===== config.mk =====
export PLATFORM = sky130hd
export DESIGN_NAME = raster_costmap_inflation
export DESIGN_NICKNAME = d
export VERILOG_FILES = /design/src/design/rci_pkg.sv /design/src/design/raster_costmap_inflation.sv /design/src/design/rci_ram.sv
export SDC_FILE = /design/constraint.sdc
export NUM_CORES = 2
export LEC_CHECK = 0
export ABC_AREA = 1
export BUFFER_PORTS_ARGS = -buffer_cell sky130_fd_sc_hd__buf_2
export CAP_MARGIN = 20
export CORE_UTILIZATION = 35
export CTS_CLUSTER_DIAMETER = 120
export CTS_CLUSTER_SIZE = 16
export DETAILED_ROUTE_END_ITERATION = 8
export HOLD_SLACK_MARGIN = 0.12
export PLACE_DENSITY = 0.5
export SLEW_MARGIN = 10
export SYNTH_ARGS = -nofsm -noshare
export SYNTH_HDL_FRONTEND = slang
export SYNTH_SLANG_ARGS = --single-unit

===== constraint.sdc =====
create_clock -name i_clk -period 13.1 [get_ports i_clk]
set_input_delay 0.655 -clock i_clk [delete_from_list [all_inputs] [get_ports i_clk]]
set_output_delay 0.655 -clock i_clk [all_outputs]
set_load 0.02 [all_outputs]

===== src/design/rci_pkg.sv =====
// Shared types and constants for the raster costmap inflation block.
`timescale 1ns / 1ps

package rci_pkg;

    // Configuration port
    localparam int CFG_IDX_W  = 3;
    localparam int CFG_DATA_W = 10;
    localparam int CFG_SIZE_W = 10;
    localparam int VALUE_W    = 8;

    typedef enum logic [CFG_IDX_W-1:0] {
        CFG_MAP_WIDTH    = 3'd0,
        CFG_MAP_HEIGHT   = 3'd1,
        CFG_LETHAL_VALUE = 3'd2,
        CFG_CENTER_COST  = 3'd3,
        CFG_EDGE_COST    = 3'd4,
        CFG_CORNER_COST  = 3'd5
    } t_cfg_idx;

    // Input function codes
    localparam logic FUNC_CELL  = 1'b0;
    localparam logic FUNC_FLUSH = 1'b1;

    // Reset values
    localparam int             SIZE_RST        = 512;
    localparam logic [VALUE_W-1:0] LETHAL_RST      = 8'd254;
    localparam logic [VALUE_W-1:0] CENTER_RST      = 8'd254;
    localparam logic [VALUE_W-1:0] EDGE_RST        = 8'd80;
    localparam logic [VALUE_W-1:0] CORNER_RST      = 8'd50;

    // Window layout: column k at bits 3k..3k+2, top row at the low bit
    localparam logic [8:0] WIN_LEFT_COL  = 9'h007;
    localparam logic [8:0] WIN_RIGHT_COL = 9'h1C0;
    localparam logic [8:0] WIN_TOP_ROW   = 9'h049;
    localparam logic [8:0] WIN_BOT_ROW   = 9'h124;
    localparam logic [8:0] WIN_CENTER    = 9'h010;
    localparam logic [8:0] WIN_EDGES     = 9'h0AA;
    localparam logic [8:0] WIN_CORNERS   = 9'h145;

    typedef struct packed {
        logic [VALUE_W-1:0] cost;
        logic               last;
    } t_result;

endpackage


===== src/design/raster_costmap_inflation.sv =====
// Top level: 3x3 costmap inflation over a raster-ordered occupancy map.
`timescale 1ns / 1ps

//  channel | direction | handshake                  | beat contents
//  --------+-----------+----------------------------+---------------------------
//  in      | to block  | i_in_valid / o_in_ready    | i_func, i_cell_req
//  out     | from block| o_out_valid / i_out_ready  | o_cost, o_last
//  cfg     | to block  | i_cfg_we (no wait)         | i_cfg_idx, i_cfg_data
//
//  One input beat per clock unless stalled. A result is registered in the cycle
//  after the beat that produces it; in beats it lags one map row plus one cell,
//  and flush beats after the last cell drain the rest. Synchronous reset clears
//  the counters, the window, the handshake state and the configuration; the
//  line stores are not cleared (their stale bits only reach masked positions).
//  o_in_ready drops only while the skid register holds a stalled result.

module raster_costmap_inflation
    import rci_pkg::*;
#(
    parameter int MAX_WIDTH  = 512,
    parameter int MAX_HEIGHT = 512
) (
    input  logic                  i_clk,
    input  logic                  i_rst_n,
    // input channel
    input  logic                  i_in_valid,
    output logic                  o_in_ready,
    input  logic                  i_func,
    input  logic [VALUE_W-1:0]    i_cell_req,
    // output channel
    output logic                  o_out_valid,
    input  logic                  i_out_ready,
    output logic [VALUE_W-1:0]    o_cost,
    output logic                  o_last,
    // configuration
    input  logic                  i_cfg_we,
    input  logic [CFG_IDX_W-1:0]  i_cfg_idx,
    input  logic [CFG_DATA_W-1:0] i_cfg_data
);

    // column / row counter widths; size compares are done in wider words
    localparam int CW  = $clog2(MAX_WIDTH);
    localparam int RW  = $clog2(MAX_HEIGHT + 2);
    localparam int WSW = (CW + 1 > CFG_SIZE_W) ? CW + 1 : CFG_SIZE_W;
    localparam int HSW = (RW > CFG_SIZE_W) ? RW : CFG_SIZE_W;
    localparam int WID_RST = (SIZE_RST > MAX_WIDTH) ? MAX_WIDTH : SIZE_RST;
    localparam int HGT_RST = (SIZE_RST > MAX_HEIGHT) ? MAX_HEIGHT : SIZE_RST;

    // ---------------- configuration (sizes kept clamped, minus one) ----------
    logic [WSW-1:0]     r_wid_m1, n_wid_m1;
    logic [HSW-1:0]     r_hgt_m1, n_hgt_m1;
    logic [VALUE_W-1:0] r_lethal, r_center, r_edge, r_corner;
    logic [WSW-1:0]     cfg_w_ext;
    logic [HSW-1:0]     cfg_h_ext;

    always_comb begin
        cfg_w_ext = WSW'(i_cfg_data[CFG_SIZE_W-1:0]);
        cfg_h_ext = HSW'(i_cfg_data[CFG_SIZE_W-1:0]);
        if (cfg_w_ext == '0) begin
            n_wid_m1 = '0;
        end else if (cfg_w_ext > WSW'(MAX_WIDTH)) begin
            n_wid_m1 = WSW'(MAX_WIDTH - 1);
        end else begin
            n_wid_m1 = cfg_w_ext - WSW'(1);
        end
        if (cfg_h_ext == '0) begin
            n_hgt_m1 = '0;
        end else if (cfg_h_ext > HSW'(MAX_HEIGHT)) begin
            n_hgt_m1 = HSW'(MAX_HEIGHT - 1);
        end else begin
            n_hgt_m1 = cfg_h_ext - HSW'(1);
        end
    end

    always_ff @(posedge i_clk) begin
        if (!i_rst_n) begin
            r_wid_m1 <= WSW'(WID_RST - 1);
            r_hgt_m1 <= HSW'(HGT_RST - 1);
            r_lethal <= LETHAL_RST;
            r_center <= CENTER_RST;
            r_edge   <= EDGE_RST;
            r_corner <= CORNER_RST;
        end else if (i_cfg_we) begin
            case (t_cfg_idx'(i_cfg_idx))
                CFG_MAP_WIDTH:    r_wid_m1 <= n_wid_m1;
                CFG_MAP_HEIGHT:   r_hgt_m1 <= n_hgt_m1;
                CFG_LETHAL_VALUE: r_lethal <= i_cfg_data[VALUE_W-1:0];
                CFG_CENTER_COST:  r_center <= i_cfg_data[VALUE_W-1:0];
                CFG_EDGE_COST:    r_edge   <= i_cfg_data[VALUE_W-1:0];
                CFG_CORNER_COST:  r_corner <= i_cfg_data[VALUE_W-1:0];
                default: ;
            endcase
        end
    end

    // ---------------- position counters and window ---------------------------
    logic [CW-1:0] r_in_col, n_in_col;
    logic [RW-1:0] r_in_row, n_in_row;
    logic [CW-1:0] r_out_col, n_out_col;
    logic [RW-1:0] r_out_row, n_out_row;
    logic [8:0]    r_win, n_win;

    // line store word: bit 1 = row above, bit 0 = two rows above
    logic [1:0]    ram_q, line_q, line_d;
    logic [CW-1:0] ram_raddr;
    logic          r_byp_valid, n_byp_valid;
    logic [1:0]    r_byp_data;

    logic          accept, in_map, step, mark, top, mid, emit, col_wrap;
    logic [8:0]    win_new, view, masked;
    logic          ocol_first, ocol_last, orow_first, orow_last;
    t_result       res;

    assign accept = i_in_valid & o_in_ready;
    assign in_map = HSW'(r_in_row) <= r_hgt_m1;
    // a flush beat while cells are still due is dropped without effect
    assign step   = accept & ~(in_map & (i_func == FUNC_FLUSH));
    // past the last row every beat (cell or flush) is a drain beat
    assign mark   = in_map & (i_cell_req == r_lethal);

    // forward the word written last cycle when the read hit the same column
    assign line_q = r_byp_valid ? r_byp_data : ram_q;
    assign top    = line_q[0];
    assign mid    = line_q[1];
    assign line_d = {mark, mid};

    assign win_new  = {mark, mid, top, r_win[8:3]};
    assign emit     = (r_in_row >= RW'(2)) || ((r_in_row == RW'(1)) && (r_in_col != '0));
    // at column 0 the newest column belongs to the next row, so it is left out
    assign view     = (r_in_col == '0) ? {3'b000, r_win[8:3]} : win_new;
    assign col_wrap = WSW'(r_in_col) >= r_wid_m1;

    // border masking and cost pick
    always_comb begin
        ocol_first = r_out_col == '0;
        ocol_last  = WSW'(r_out_col) >= r_wid_m1;
        orow_first = r_out_row == '0;
        orow_last  = HSW'(r_out_row) >= r_hgt_m1;
        masked = view;
        if (ocol_first) masked = masked & ~WIN_LEFT_COL;
        if (ocol_last)  masked = masked & ~WIN_RIGHT_COL;
        if (orow_first) masked = masked & ~WIN_TOP_ROW;
        if (orow_last)  masked = masked & ~WIN_BOT_ROW;
        res.cost = '0;
        if ((masked & WIN_CENTER) != '0)  res.cost = r_center;
        if (((masked & WIN_EDGES) != '0) && (r_edge > res.cost)) begin
            res.cost = r_edge;
        end
        if (((masked & WIN_CORNERS) != '0) && (r_corner > res.cost)) begin
            res.cost = r_corner;
        end
        res.last = orow_last & ocol_last;
    end

    always_comb begin
        n_in_col  = r_in_col;
        n_in_row  = r_in_row;
        n_out_col = r_out_col;
        n_out_row = r_out_row;
        n_win     = r_win;
        if (step) begin
            n_win = win_new;
            if (col_wrap) begin
                n_in_col = '0;
                n_in_row = r_in_row + RW'(1);
            end else begin
                n_in_col = r_in_col + CW'(1);
            end
            if (emit) begin
                if (ocol_last) begin
                    n_out_col = '0;
                    n_out_row = r_out_row + RW'(1);
                end else begin
                    n_out_col = r_out_col + CW'(1);
                end
                // end of map: start over for the next one
                if (res.last) begin
                    n_in_col  = '0;
                    n_in_row  = '0;
                    n_out_col = '0;
                    n_out_row = '0;
                    n_win     = '0;
                end
            end
        end
    end

    // read ahead at the column the next beat will use
    assign ram_raddr   = i_rst_n ? n_in_col : '0;
    assign n_byp_valid = step & (ram_raddr == r_in_col);

    always_ff @(posedge i_clk) begin
        if (!i_rst_n) begin
            r_in_col    <= '0;
            r_in_row    <= '0;
            r_out_col   <= '0;
            r_out_row   <= '0;
            r_win       <= '0;
            r_byp_valid <= 1'b0;
        end else begin
            r_in_col    <= n_in_col;
            r_in_row    <= n_in_row;
            r_out_col   <= n_out_col;
            r_out_row   <= n_out_row;
            r_win       <= n_win;
            r_byp_valid <= n_byp_valid;
        end
    end

    always_ff @(posedge i_clk) begin
        r_byp_data <= line_d;
    end

    rci_ram #(
        .WIDTH (2),
        .DEPTH (MAX_WIDTH)
    ) u_line_ram (
        .i_clk   (i_clk),
        .i_we    (step),
        .i_waddr (r_in_col),
        .i_wdata (line_d),
        .i_raddr (ram_raddr),
        .o_rdata (ram_q)
    );

    // ---------------- output register with skid ------------------------------
    logic    r_out_valid, r_skd_valid;
    t_result r_out, r_skd;
    logic    push, pop;

    assign push = step & emit;
    assign pop  = r_out_valid & i_out_ready;

    always_ff @(posedge i_clk) begin
        if (!i_rst_n) begin
            r_out_valid <= 1'b0;
            r_skd_valid <= 1'b0;
        end else if (r_skd_valid) begin
            if (pop) begin
                r_skd_valid <= 1'b0;
            end
        end else if (push) begin
            if (r_out_valid && !pop) begin
                r_skd_valid <= 1'b1;
            end else begin
                r_out_valid <= 1'b1;
            end
        end else if (pop) begin
            r_out_valid <= 1'b0;
        end
    end

    always_ff @(posedge i_clk) begin
        if (r_skd_valid) begin
            if (pop) begin
                r_out <= r_skd;
            end
        end else if (push) begin
            if (r_out_valid && !pop) begin
                r_skd <= res;
            end else begin
                r_out <= res;
            end
        end
    end

    assign o_in_ready  = ~r_skd_valid;
    assign o_out_valid = r_out_valid;
    assign o_cost      = r_out.cost;
    assign o_last      = r_out.last;

endmodule


===== src/design/rci_ram.sv =====
// Generic single-write, single-read RAM with registered read data.
`timescale 1ns / 1ps

module rci_ram #(
    parameter int WIDTH = 2,
    parameter int DEPTH = 512
) (
    input  logic                     i_clk,
    input  logic                     i_we,
    input  logic [$clog2(DEPTH)-1:0] i_waddr,
    input  logic [WIDTH-1:0]         i_wdata,
    input  logic [$clog2(DEPTH)-1:0] i_raddr,
    output logic [WIDTH-1:0]         o_rdata
);

    logic [WIDTH-1:0] r_mem [DEPTH];
    logic [WIDTH-1:0] r_rdata;

    // read returns the old word on a same-address write
    always_ff @(posedge i_clk) begin
        if (i_we) begin
            r_mem[i_waddr] <= i_wdata;
        end
        r_rdata <= r_mem[i_raddr];
    end

    assign o_rdata = r_rdata;

endmodule

* Word-level counts from Yosys, hierarchy flattened *
Memory sizes are Yosys's and may differ from the RTL's. A register that Yosys moved wholly into a read port is not among the register bits.
Index checks and enable logic that the tools add are counted.
W data, S select, Z words.

storage, ports and cells
  flip-flop bits (word level) = 122
  bits in latches = 0
  RAM bits = 1024
  bits in read-only memories = 0
  logic and storage cells = 120
  memories = 1

memories
  memory            depth  bits a word  rd ports  clocked after Yosys merged registers in  write ports  line           text
  u_line_ram.r_mem  512    2            1         1                                        1            rci_ram.sv:16  logic [WIDTH-1:0] r_mem [DEPTH];

cells by class
  add/sub/neg operators = 5
  multiply operators = 0
  divide/modulo/power cells = 0
  magnitude comparators = 8
  equality and inequality tests = 11
  shift operators = 0
  muxes and demuxes = 38
  bitwise operators = 10
  reduce and logical (&&, ||, !) cells = 28

operators with widths
  cell                     count
  $mux W9                  16
  $mux W10                 7
  $reduce_bool A9 Y1       3
  $mux W8                  3
  $add A10 B1 Y10 const B  2
  $ge A9 B10 Y1            2
  $logic_not A10 Y1        2
  $add A9 B1 Y9 const B    2
  $logic_not A9 Y1         2
  $gt A8 B8 Y1             2
  $reduce_and A2 Y1        7
  $reduce_and A3 Y1        4
  $eq A10 B1 Y1 const B    1
  $ge A10 B10 Y1           1
  $ge A10 B2 Y1 const B    1
  $gt A10 B10 Y1 const B   1
  $le A10 B10 Y1           1
  $sub A10 B1 Y10 const B  1
  $eq A9 B9 Y1             1
  $mux W1                  9
  $and A1 B1 Y1            8
  $eq A8 B8 Y1             1
  $mux W7                  1
  $eq A3 B2 Y1 const B     2
  12 further kinds         20

* Depth between registers and ports, before layout *
  word-level depth = 17
  gate-level depth with buffers = 29

* Modules after synthesis *
Synthesis repeated with hierarchy kept, for this count alone.

second synthesis, totals
  cell total of the unflattened synthesis = 5008
  area total of the unflattened synthesis = 51082.7 um^2

modules (own cells, without submodules)
  module                    times used  cells each  area each (um^2)  sequential area each (um^2)
  rci_ram                   1           4013        43859.6           30789.5
  raster_costmap_inflation  1           995         7223.2            2562.5

* Worst setup path before layout *
OpenSTA, ideal clock, no wires.

  kind = register -> register
  start point = register r_hgt_m1[9]
  end point = memory u_line_ram.r_mem[0][1] (data pin)
  setup time = 1.354 ns
  arrival = 6.622 ns
  data required time = 11.746 ns
  slack = 5.124 ns
  stages on the path, launching flop included = 10
  path buffers = 0
  path through = dfxtp_1 -> inv_1 -> ha_1 -> nand2_1 -> inv_1 -> a21oi_1 -> nand3_1 -> nand2_1 -> nand2_1 -> inv_1

on the way
  word-level cells in the longest chain between the ends = 2

RTL lines
  element                   line                             text
  start: declaration        raster_costmap_inflation.sv:51   logic [HSW-1:0] r_hgt_m1, n_hgt_m1;
  start signal: assignment  raster_costmap_inflation.sv:78   r_hgt_m1 <= HSW'(HGT_RST - 1);
  start signal: assignment  raster_costmap_inflation.sv:86   CFG_MAP_HEIGHT: r_hgt_m1 <= n_hgt_m1;
  $le A10 B10 Y1            raster_costmap_inflation.sv:115  assign in_map = HSW'(r_in_row) <= r_hgt_m1;
  $and A1 B1 Y1             raster_costmap_inflation.sv:119  assign mark = in_map & (i_cell_req == r_lethal);
  net mark                  raster_costmap_inflation.sv:109  logic accept, in_map, step, mark, top, mid, emit, col_wrap;
  end: declaration          rci_ram.sv:16

The timed path passes the listed nets, and every way through them passes these cells.

* Worst setup path after layout *
  start point = register r_hgt_m1[9]
  end point = register u_line_ram.r_rdata[0], in the netlist u_line_ram.o_rdata[0] (read register of u_line_ram.r_mem)

on the way
  word-level cells in the longest chain between the ends = 6
  elaborated cells between the ends (all ways) = 10
  classes of those cells = order compare (2); mux (4); bitwise (4)

RTL lines
  element                                                  line                                                              text
  $ge A10 B10 Y1 / $le A10 B10 Y1 (equally long branches)  raster_costmap_inflation.sv:138, raster_costmap_inflation.sv:115
  $and A1 B1 Y1, on equally long branches                  raster_costmap_inflation.sv:152, raster_costmap_inflation.sv:117
  $mux W9 / $not A1 Y1 (equally long branches)             raster_costmap_inflation.sv:177, raster_costmap_inflation.sv:117
  $mux W9 / $and A1 B1 Y1 (equally long branches)          raster_costmap_inflation.sv:169, raster_costmap_inflation.sv:117
  $mux W9 *                                                raster_costmap_inflation.sv:161                                   if (step) begin
  $mux W9 *                                                n/a
  end: declaration                                         rci_ram.sv:17                                                     logic [WIDTH-1:0] r_rdata;

Every way passes the cells marked *; elsewhere a longest branch is shown, timed or not.
A chain may end at the register's enable or synchronous reset.

==> run summary <==
CTS Hold Buffers Added -> 0
Die outline area -> 154000 µm²
Data arrival at the endpoint of the critical path -> 7440 ps
GR peak layer -> met2
Post-synthesis area per instance -> 9.83 µm²
Initial core utilization -> 35.2%
Number of DRC markers in iteration 0 -> 3172
Launch point of the worst path -> r_hgt_m1[9]
Critical Path Most Common Cell -> nand3_1
Maximum fanout encountered on the critical timing path -> 132
Synth Cell Area -> 53500 µm²
Total global-route track usage -> 20.7%
GRT Residual Overflow -> 0
Grt met1 use -> 27.9%
Status -> finished, final reports clean
Final period demand of the worst path -> 6840 ps
Yosys warning total -> 0
Total of fill cells in the finished design -> 15142
Final GP Congestion -> 0.798
Met2 GRT Util -> 33.9%
Floorplan die height -> 393 µm
Main combinational cell family by area after synthesis -> simple AND/OR/NAND/NOR gates
Worst-path clk slew -> 80 ps
Fraction of synthesized area in multiplexers -> 0.0210%
Final-report max-slew violation count -> 0
Largest delay share family, worst path -> simple AND/OR/NAND/NOR gates
Number of iterations in the first detailed-routing pass -> 5
Power density over the cells -> 124 nW/µm²
Type of the worst setup path -> flip-flop to flip-flop
FFs w/ async S/R, synth -> 0%
Number of diodes added for antenna fixing -> 0
DP HPWL -> 88.8 mm
Gate count of the mapped netlist -> 5443
Max Cap Viol -> 0
Biggest area contributors in the synthesized netlist -> edfxtp_1 (58%), nand3_1 (8.3%), nand2_1 (7.9%), nor2_1 (4.3%), inv_1 (4.3%)
IR Drop Worst-Case VDD -> 80.7 µV
Element type at the critical path start -> flip-flop
Area growth from synthesis to layout -> 7.46%
Post_cts resized -> 0
Leading cell type by number of instances after synthesis -> nand2_1
Depth of the CTS H-tree -> 3
Period utilization -> 52.2%
Setup ws final -> 6260 ps
DRC violations left -> 0
Final-report hold violation count -> 0
Largest net degree at the start of global routing -> 210
Buffers on Ports -> 37
Worst endpoint required time -> 13700 ps
Per-cell via count in the routed design -> 5.13
Skew-Pair Late Insertion Delay -> 720 ps
Wirelength, routed -> 160 mm
Sort of element at the end of the critical path -> flip-flop
Max_slew headroom -> 24.0%
Number of nets produced by synthesis -> 5536
Commonest cells post-synth -> nand2_1 (1127), edfxtp_1 (1042), nand3_1 (886), nor2_1 (619), inv_1 (618)
Synthesized-area fraction occupied by ao, oa, aoi and oai cells -> 3.12%
Synth unique cells -> 50
Flip-flop and latch count after synthesis -> 1145
Min-Delay Path Class -> input port to flip-flop
Unrepaired setup endpoints after global routing -> false
Post-layout instance count excluding filler cells -> 7357
Area inside the core boundary -> 152000 µm²
Total clock sinks -> 1145
Total I/O pin count -> 38
Place WS -> 6250 ps
Final nets -> 5384
Clock tree skew after final layout -> 34.9 ps
Number of placement rows -> 143
Global routing met3 resource utilization -> 3.32%
Main synth FF type -> edfxtp_1
Setup violation total in the final timing report -> 0
Highest cell delay on the worst timing path -> 780 ps
Slowest cell on the critical path -> buf_4
Number of clock buffers inserted by TritonCTS -> 81
Number of buffers between clock root and the deepest sink -> 3
Min-delay src -> i_out_ready
Fin area -> 57500 µm²
Die span in x -> 393 µm
Fraction of post-synthesis cell area in the top cell type by area -> 58.5%
Placed Cells incl. Taps -> 7235
Max Freq -> 146 MHz
CTS tree -> yes
Antenna violations before repair -> 6
Leakage -> 21.5 nW
Sequential fraction of the synthesis area -> 62.3%
Post-synth EDFFs -> 1042
Wire length of the first global-routing pass -> 237 mm
Layout cell share with drive strength beyond 1 -> 4.54%
Number of post-CTS setup repair buffers -> 0
Final ANT Viol Nets -> 0
Count of vias placed by the detailed router -> 37758
Buffers plus inverters on the worst setup path -> 6
Area of placed instances -> 55200 µm²
Average wire length per cell after detail routing -> 21.7 µm
Summed negative setup slack over all endpoints -> 0 ps
Reg-to-Reg Start -> r_hgt_m1[9]
Synth area leader -> edfxtp_1
Post-Synth XOR/XNOR Area -> 0.245%
Total power after layout -> 7.14 mW
Worst Max-Slew Pin Slew -> 1130 ps
Number of global-route vias before repair -> 36721
Clock root buffer -> clkbuf_16
Synthesized-area fraction occupied by adder cells -> 1.54%
Simple-gate share of the synthesized area -> 25.1%
-- through the flow --
step	util, %	hold slack (ps)
floorplan	-	429
global placement	36.3	445
detailed placement	36.3	446
CTS	37.8	139
global route	37.9	194
finish	37.9	204
-- metal layers --
metal  wire length, µm  part of all wire, %
met3              9250                  5.8
met4              4800                  3.0
met5                18                0.011
met1             71300                   45
met2             74300                   47
-- final cells by class --
class,count,area [µm²],area share (%)
well taps,2030,2540,4.42
clock inverters,7,105,0.183
multi-input cells,3315,16200,28.1
repair buffers,103,718,1.25
flip-flops and latches,1145,33400,58.0
clock buffers,112,2190,3.80
inverters,645,2450,4.26
-- flip-flops by register name, summed over array words and instances, names as in the netlist --
signal and cells:
o_cost 8, o_last 1, o_out_valid 1, r_byp_data 2, r_byp_valid 1, r_center 8, r_corner 8, r_edge 8
r_hgt_m1 10, r_in_col 9, r_in_row 10, r_lethal 8, r_out_col 9, r_out_row 10, r_skd 9, r_skd_valid 1
r_wid_m1 10, r_win 6, u_line_ram.o_rdata 2, u_line_ram.r_mem 1024
-- cells by family after synthesis --
| group | Yosys count |
|---|---|
| compound gates | 264 |
| simple gates | 2969 |
| flops | 1145 |
| mux | 1 |
| fa+ha+maj | 66 |
| xor+xnor | 15 |
| buf+inv | 983 |
-- cell usage in the layout (no fill, tap or decap), types with 3 or more instances in the layout --
cell type	count
inv_1	612
clkinv_2	3
xnor2_1	10
a22oi_1	3
dfxtp_1	103
nor4_1	4
buf_4	63
nor2_2	3
clkinv_1	10
nor2_4	3
o211ai_1	113
nor3_1	24
a21oi_1	62
nand2_2	6
nor2_1	619
a211oi_1	4
o21ai_1	4
nand2_1	1124
inv_6	4
inv_2	17
nor3b_1	8
o21ai_0	60
clkbuf_1	29
a31oi_1	3
clkbuf_16	83
nand3_1	886
edfxtp_1	1042
buf_12	3
nand4_1	16
nand2_8	3
ha_1	66
nand3b_1	260
buf_2	37
xor2_1	5
and3_1	5
-- report_power, final --
part | switching [mW] | internal (mW) | total [mW] | leakage [nW]
registers | 0.00872 | 4.04 | 4.05 | 9.75
logic | 0.485 | 0.140 | 0.624 | 10.7
clock network | 1.28 | 1.18 | 2.46 | 1.11
total | 1.77 | 5.37 | 7.14 | 21.5
-- worst paths after layout --
check	cells after the start	slack, ps	endpoint
setup / recovery	27	6260	u_line_ram.o_rdata[0]
hold / removal	2	200	r_skd_valid
setup reg to reg	27	6260	u_line_ram.o_rdata[0]
hold reg to reg	2	470	r_center[7]
Power figures use the tool's default switching activity.
